**config.mk**
```make
export PLATFORM = sky130hd
export DESIGN_NAME = beoc_scan
export DESIGN_NICKNAME = d
export VERILOG_FILES = /design/src/rtl/core/beoc_pkg.sv /design/src/rtl/core/beoc_scan.sv
export SDC_FILE = /design/constraint.sdc
export NUM_CORES = 1
export LEC_CHECK = 0
export ABC_AREA = 1
export BUFFER_PORTS_ARGS = -buffer_cell sky130_fd_sc_hd__buf_4
export CAP_MARGIN = 10
export CORE_ASPECT_RATIO = 0.75
export CORE_UTILIZATION = 45
export DETAILED_ROUTE_END_ITERATION = 8
export GPL_TIMING_DRIVEN = 1
export HOLD_SLACK_MARGIN = 0.05
export PLACE_DENSITY = 0.69
export SLEW_MARGIN = 5
export SYNTH_ARGS = -nofsm -noshare
export SYNTH_HDL_FRONTEND = slang
export SYNTH_SLANG_ARGS = --single-unit
```
**constraint.sdc**
```tcl
create_clock -name clk -period 5.8 [get_ports clk]
set_clock_uncertainty 0.15 [all_clocks]
set_input_delay 1.16 -clock clk [delete_from_list [all_inputs] [get_ports clk]]
set_output_delay 1.16 -clock clk [all_outputs]
set_load 0.02 [all_outputs]
```
**src/rtl/core/beoc_pkg.sv**
```systemverilog
// Shared types and constants for the binary erosion opening check.
`default_nettype none

package beoc_pkg;

	// input word operation codes
	localparam logic OP_LOAD = 1'b0;
	localparam logic OP_READ = 1'b1;

	// configuration port
	localparam int CFG_IDX_W  = 8;
	localparam int CFG_DATA_W = 8;
	localparam logic [CFG_IDX_W-1:0] REG_IMAGE_WIDTH  = 8'd0;
	localparam logic [CFG_IDX_W-1:0] REG_IMAGE_HEIGHT = 8'd1;
	localparam logic [CFG_DATA_W-1:0] SIZE_RESET      = 8'd128;

	typedef enum logic [1:0] {
		ST_IDLE,
		ST_RDATA,
		ST_SCAN
	} top_state_t;

	typedef enum logic [1:0] {
		SC_IDLE,
		SC_RUN,
		SC_FLUSH,
		SC_DONE
	} scan_state_t;

	typedef struct packed {
		logic done;
		logic ok;
	} scan_status_t;

endpackage

`default_nettype wire

```
**src/rtl/core/beoc_scan.sv**
```systemverilog
// Erosion and coverage sequencer: three row reads per column, sliding 3-column window.
`default_nettype none

module beoc_scan #(
	parameter int MAX_WIDTH  = 128,
	parameter int MAX_HEIGHT = 128
) (
	input  wire logic                                                    clk,
	input  wire logic                                                    arst_n,
	input  wire logic                                                    start,
	input  wire logic [$clog2(MAX_WIDTH+1)-1:0]                          eff_w,
	input  wire logic [$clog2(MAX_HEIGHT+1)-1:0]                         eff_h,
	output logic [$clog2(MAX_HEIGHT)+$clog2(MAX_WIDTH)-1:0]              img_raddr,
	input  wire logic                                                    img_rdata,
	output logic [$clog2(MAX_HEIGHT)+$clog2(MAX_WIDTH)-1:0]              ero_raddr,
	input  wire logic                                                    ero_rdata,
	output logic                                                         ero_we,
	output logic [$clog2(MAX_HEIGHT)+$clog2(MAX_WIDTH)-1:0]              ero_waddr,
	output logic                                                         ero_wdata,
	output beoc_pkg::scan_status_t                                       status
);

	localparam int COL_W  = $clog2(MAX_WIDTH);
	localparam int ROW_W  = $clog2(MAX_HEIGHT);
	localparam int CCW    = $clog2(MAX_WIDTH + 1);
	localparam int RCW    = $clog2(MAX_HEIGHT + 1);
	localparam int ADDR_W = ROW_W + COL_W;
	localparam logic [1:0] TAP_FIRST = 2'd0;
	localparam logic [1:0] TAP_LAST  = 2'd2;

	beoc_pkg::scan_state_t state_q, state_d;
	logic                  erode_q, erode_d;
	logic [ROW_W-1:0]      row_q;
	logic [CCW-1:0]        col_q;
	logic [1:0]            tap_q;

	logic                  vld_s1;
	logic [1:0]            tap_s1;
	logic                  inr_s1;
	logic                  col0_s1;
	logic                  erode_s1;
	logic [ADDR_W-1:0]     waddr_s1;

	logic                  acc_q;
	logic                  win1_q;
	logic                  win2_q;
	logic                  ok_q;

	logic [ROW_W:0]        row_ext;
	logic [COL_W-1:0]      col_idx;
	logic [COL_W-1:0]      col_m1;
	logic                  col_last;
	logic                  row_last;
	logic                  inrange;
	logic [ADDR_W-1:0]     rd_addr;

	logic                  term;
	logic                  col_val;
	logic                  col_done;
	logic                  miss;

	// issue side
	always_comb begin
		row_ext  = {1'b0, row_q} + (ROW_W+1)'(tap_q) - (ROW_W+1)'(1);
		col_idx  = col_q[COL_W-1:0];
		col_m1   = col_idx - COL_W'(1);
		col_last = (col_q == eff_w);
		row_last = ((RCW'(row_q) + RCW'(1)) == eff_h);
		// rows above the top, below the bottom and the extra column are outside
		inrange  = !((row_q == '0) && (tap_q == TAP_FIRST))
			&& !((tap_q == TAP_LAST) && row_last)
			&& !col_last;
		rd_addr   = {row_ext[ROW_W-1:0], col_idx};
		ero_raddr = rd_addr;
		img_raddr = erode_q ? rd_addr : {row_q, col_m1};
	end

	always_comb begin
		state_d = state_q;
		erode_d = erode_q;
		unique case (state_q)
			beoc_pkg::SC_IDLE: begin
				if (start) begin
					state_d = beoc_pkg::SC_RUN;
					erode_d = 1'b1;
				end
			end
			beoc_pkg::SC_RUN: begin
				if ((tap_q == TAP_LAST) && col_last && row_last) begin
					state_d = beoc_pkg::SC_FLUSH;
				end
			end
			beoc_pkg::SC_FLUSH: begin
				if (erode_q) begin
					state_d = beoc_pkg::SC_RUN;
					erode_d = 1'b0;
				end else begin
					state_d = beoc_pkg::SC_DONE;
				end
			end
			beoc_pkg::SC_DONE: begin
				state_d = beoc_pkg::SC_IDLE;
			end
		endcase
	end

	always_ff @(posedge clk or negedge arst_n) begin
		if (!arst_n) begin
			state_q <= beoc_pkg::SC_IDLE;
			erode_q <= 1'b1;
			row_q   <= '0;
			col_q   <= '0;
			tap_q   <= TAP_FIRST;
			vld_s1  <= 1'b0;
			ok_q    <= 1'b1;
		end else begin
			state_q <= state_d;
			erode_q <= erode_d;
			vld_s1  <= (state_q == beoc_pkg::SC_RUN);
			if (state_q == beoc_pkg::SC_RUN) begin
				if (tap_q == TAP_LAST) begin
					tap_q <= TAP_FIRST;
					if (col_last) begin
						col_q <= '0;
						row_q <= row_last ? '0 : row_q + ROW_W'(1);
					end else begin
						col_q <= col_q + CCW'(1);
					end
				end else begin
					tap_q <= tap_q + 2'd1;
				end
			end
			if ((state_q == beoc_pkg::SC_IDLE) && start) begin
				ok_q <= 1'b1;
			end else if (miss) begin
				ok_q <= 1'b0;
			end
		end
	end

	// read data side, handled in the cycle after the issue
	always_comb begin
		term     = inr_s1 ? (erode_s1 ? img_rdata : ero_rdata) : erode_s1;
		if (tap_s1 == TAP_FIRST) begin
			col_val = term;
		end else begin
			col_val = erode_s1 ? (acc_q & term) : (acc_q | term);
		end
		col_done  = vld_s1 && (tap_s1 == TAP_LAST);
		ero_we    = col_done && erode_s1 && !col0_s1;
		ero_waddr = waddr_s1;
		ero_wdata = win2_q & win1_q & col_val;
		// in the coverage pass the image read returns the centre pixel
		miss      = col_done && !erode_s1 && !col0_s1 && img_rdata
			&& !(win2_q | win1_q | col_val);
	end

	always_ff @(posedge clk) begin
		tap_s1   <= tap_q;
		inr_s1   <= inrange;
		col0_s1  <= (col_q == '0);
		erode_s1 <= erode_q;
		waddr_s1 <= {row_q, col_m1};
		if (vld_s1) begin
			acc_q <= col_val;
		end
		if (col_done) begin
			if (col0_s1) begin
				win1_q <= col_val;
				win2_q <= erode_s1;
			end else begin
				win2_q <= win1_q;
				win1_q <= col_val;
			end
		end
	end

	assign status.done = (state_q == beoc_pkg::SC_DONE);
	assign status.ok   = ok_q;

endmodule

`default_nettype wire

```
* Word level (Yosys, flattened, before mapping) *
Cells that the tools add are included.

operators by class
  add/subtract/negate cells = 7
  $mul = 0
  div/mod/pow operators = 0
  $lt $le $gt $ge = 0
  eq/ne operators = 9
  shift operators = 0
  mux-type cells = 17
  bitwise operators = 6
  reduce and logical (&&, ||, !) cells = 31

operators by type and width
  operator                                          count
  == test 8 bit                                     2
  logical AND 1 bit                                 14
  2-to-1 mux 14 bit                                 1
  subtractor 7 x 1 -> 7 bit, second input constant  2
  adder 7 x 1 -> 8 bit, second input constant       1
  adder 8 x 1 -> 8 bit, second input constant       1
  == test 2 bit, second input constant              4
  logical NOT 8 bit                                 1
  2-to-1 mux 1 bit                                  8
  2-to-1 mux 2 bit                                  4
  2-to-1 mux 8 bit                                  1
  case mux 2 bit (4 select lines)                   1
  adder 7 x 1 -> 7 bit, second input constant       1
  adder 7 x 2 -> 7 bit                              1
  logical NOT 7 bit                                 1
  2-to-1 mux 7 bit                                  1
  logical NOT 1 bit                                 6
  logical NOT 2 bit                                 3
  AND reduction 2 bit                               3
  != test 2 bit, second input constant              2
  nonzero test 2 bit                                2
  AND 1 bit                                         3
  OR 1 bit                                          3
  AND reduction 3 bit                               1
  other kinds (3)                                   3

word-level totals
  register bits = 44
  latch bits = 0
  bits in writable memories = 0
  memory bits (read-only) = 0
  input bits = 21
  output and inout bits = 46
  logic and storage cells = 85
  memories kept = 0

* Depth between registers and ports, before layout *
  word-level depth = 10
  depth in mapped cells = 12
  mapped depth without buffers = 11

* Worst setup path before layout *
No wires, ideal clock.

  path type = reg2out
  start = reg row_q[1]
  end = out img_raddr[12]
  data arrival time = 2.462 ns
  required time = 4.490 ns
  setup slack = 2.028 ns
  cell stages (with the launch flop) = 12
  buffers on the path = 0
  cell sequence = dfrtp_1 inv_1 ha_1 inv_1 ha_1 fa_1 a21oi_1 nor2_1 nor2_1 xor2_1 nand2_1 o21ai_0

between the ends
  cells in the longest elaborated chain, start to end = 3

ends and longest elaborated chain
  item                       RTL line          text
  from (decl)                beoc_scan.sv:33   logic [ROW_W-1:0] row_q;
  from (signal assigned)     beoc_scan.sv:125  row_q <= row_last ? '0 : row_q + ROW_W'(1);
  adder 7 x 2 -> 7 bit       beoc_scan.sv:64   row_ext = {1'b0, row_q} + (ROW_W+1)'(tap_q) - (ROW_W+1)'(1);
  subtractor 7 x 1 -> 7 bit  beoc_scan.sv:64
  named net ero_raddr[12]    beoc_scan.sv:15   output logic [$clog2(MAX_HEIGHT)+$clog2(MAX_WIDTH)-1:0] ero_raddr,
  2-to-1 mux 14 bit          beoc_scan.sv:75   img_raddr = erode_q ? rd_addr : {row_q, col_m1};
  to (decl)                  beoc_scan.sv:13   output logic [$clog2(MAX_HEIGHT)+$clog2(MAX_WIDTH)-1:0] img_raddr,

The timed path passes the listed nets, and every way through them passes these cells.

* Worst setup path in the final report *
  start = reg row_q[1]
  end = out img_raddr[12]

between the ends
  cells in the longest elaborated chain, start to end = 3

ends and longest elaborated chain
  item                       RTL line
  adder 7 x 2 -> 7 bit       beoc_scan.sv:64
  subtractor 7 x 1 -> 7 bit  beoc_scan.sv:64
  2-to-1 mux 14 bit          beoc_scan.sv:75

No other way between the ends.

==> summary.txt <==
Final setup vio count -> 0
Final #Nets -> 460
Endpoint class of the critical path -> output port
Worst-Margin Slew -> 0.419 ns
Hold slack -> 0.289 ns
Die Height -> 69.7 um
Critical-path top delay cell -> dfrtp_1
Die X -> 92.2 um
Crit path kind -> reg2out
Mapped cell area -> 0.00275 mm^2
Core box area -> 0.00586 mm^2
Residual DRC count -> 0
Vias/cell -> 4.85
R2R cell count -> 10
Port buffer count -> 66
Overall power -> 1.47 mW
Period utilisation layout -> 69.9%
Die area -> 0.00643 mm^2
Worst setup endpoint -> img_raddr[12]
Worst EP arrival -> 2.74 ns
Max cap viols -> 0
Mapped Avg Cell Area -> 7.55 um^2
RSZ-0062 raised after global routing -> false
Setup_tns -> 0 ns
DR vias -> 2,422
Crit path launch -> row_q[1]
Tmin final -> 4.05 ns
RD Place Congestion -> 0.841
First-pass GRT wire length -> 10.5 mm
Starting density of the core -> 46.9%
Post-DP HPWL -> 4.99 mm
Clk root buf -> clkbuf_8
Sequential share of the synthesized area -> 37.2%
Cell Pwr Density -> 442 mW/mm^2
Antenna-violating nets left -> 0
Bufs on Longest Clock Path -> 2
Setup Buffers After CTS -> 0
Leakage -> 1.73 nW
R2r endpoint -> row_q[3]
Vias in the first global route -> 2,195
GR Overflow Total -> 0
Clock sink count -> 44
Count of cell types in the netlist -> 32
Warnings, synthesis -> 0
CP Data Required Time -> 4.49 ns
Final Max Tran Viols -> 0
DR pass1 iterations -> 4
R2R setup slack -> 3.42 ns
Core Rows -> 24
Synthesis-stage register bit count -> 44
WP depth -> 12
Max Clk Rate -> 247 MHz
Setup WS pre-CTS -> 2.09 ns
Worst-path clk slew -> 0.08 ns
Status -> completed
Cells after Synth -> 364
DRT iter0 DRCs -> 152
Mapped Nets -> 404
VDD IR max -> 0.272 mV
Maximum fanout along the worst path -> 9
Synthesis-to-finish area growth -> 21.3%
Critical Path Start Type -> flip-flop
Layout cells sized above 1 -> 20.7%
CP max stage delay -> 0.49 ns
Worst min path class -> reg2reg
ANT cells -> 0
Hold Vio Cnt, Final -> 0
CTS H-tree depth -> 2
Wirelength, routed -> 6.32 mm
Fin worst setup slack -> 1.75 ns
Clock Latency Late Sink -> 0.30 ns
CTS buffer count -> 5
CP Cell Sequence -> inv_1, ha_1, inv_1, ha_1, fa_1, a21oi_1, nor2_1, nor2_1, xor2_1, nand2_1, o21ai_0, buf_4
Ports -> 67
CP bufs+invs -> 3
Largest net degree at the start of global routing -> 23
Family with the most delay on the worst path -> adder cells
Worst slew margin -> 72.1%
GRT Util Overall -> 20.9%
TritonCTS clock tree -> built
Hold-fix buffers at CTS -> 0
Drt wl/cell -> 12.7 um
Initial antenna violation count -> 0
Reg-to-Reg Start -> row_q[0]
# resized after CTS -> 0
[cell usage after synthesis (all sizes together)]
library cell,count,area [um^2]
nand4,8,50.1
a31oi,1,6.26
dfrtp,20,500
o22ai,1,6.26
o21bai,1,7.51
dfstp,2,52.6
nand3,37,190
nor3,9,55.1
clkbuf,3,11.3
inv,53,199
nor4,1,6.26
ha,18,225
buf,14,118
fa,1,20.0
nand2,92,353
edfxtp,3,90.1
nor2,28,118
xnor2,10,106
xor2,8,70.1
a21oi,10,50.1
nor3b,3,22.5
dfxtp,19,380
o21ai,22,110
[registers in the layout, indices dropped and copies added (netlist names), 2 cells and up]
name,cells
col_q,8
ero_waddr,14
row_q,7
state_q,2
tap_q,2
tap_s1,2
[routing by layer]
layer	vias to the layer above	GRT usage [%]	share of wire, %	wire length [um]
met5	-	0	0	0
met4	0	4.69	0.35	22
met3	2	4.06	4.4	275
met2	56	30.4	42	2640
met1	1100	31.9	53	3380
li1	1264	-	-	-
[cells in the final DEF, fill, tap and decap left out, types with 6 or more instances in the layout]
master    instances
nor3_1            7
inv_1            52
xnor2_1           9
clkbuf_8          6
o21ai_0          22
ha_1             18
nor2_1           25
a21oi_1          10
buf_4            66
xor2_1            8
dfrtp_1          20
dfxtp_1          19
nand3_1          36
nand4_1           8
nand2_1          89
[per-stage QoR]
step / cells / area [um^2] / util, %
2_1_floorplan: 364 / 2750 / -
3_3_place_gp: 491 / 3210 / 54.9
3_5_place_dp: 491 / 3210 / 54.9
4_1_cts: 499 / 3330 / 56.9
5_1_grt: 499 / 3330 / 56.9
6_report: 499 / 3330 / 56.9
[logic make-up (layout without fill, tap and decap cells)]
logic type | Yosys count | in the layout | share of synthesized area, %
adder cells (fa/ha/maj) | 19 | 19 | 8.93
AO/OA/AOI/OAI | 35 | 35 | 6.56
buffers and inverters | 70 | 127 | 11.9
AND/OR/NAND/NOR | 178 | 178 | 28.9
XOR/XNOR | 18 | 18 | 6.42
flip-flops | 44 | 44 | 37.2
[area by class of cell]
class                           count  area, um^2
Clock buffer                        6        82.6
Clock inverter                      2        38.8
Fill cell                         544        2520
Inverter                           53         199
Multi-Input combinational cell    250        1400
Sequential cell                    44        1020
Tap cell                           78        97.6
Timing Repair Buffer               66         495
[worst min-delay path by stage]
stage,startpoint,endpoint,slack (ns),cells after the start
floorplan,row_q[0],ero_waddr[7],0.22,0
global placement,tap_q[1],tap_s1[1],0.25,0
detailed placement,tap_q[1],tap_s1[1],0.26,0
CTS,tap_q[1],tap_s1[1],0.28,0
global route,tap_q[1],tap_s1[1],0.29,0
finish,tap_q[1],tap_s1[1],0.29,0
[where the power goes]
group          switching (mW)  total (mW)  internal [mW]  leakage, nW
Sequential             0.0833       0.471          0.388        0.447
Clock                   0.106       0.247          0.141       0.0614
Combinational           0.444       0.755          0.312         1.22
Note: power is estimated with default switching activity, not from simulation.
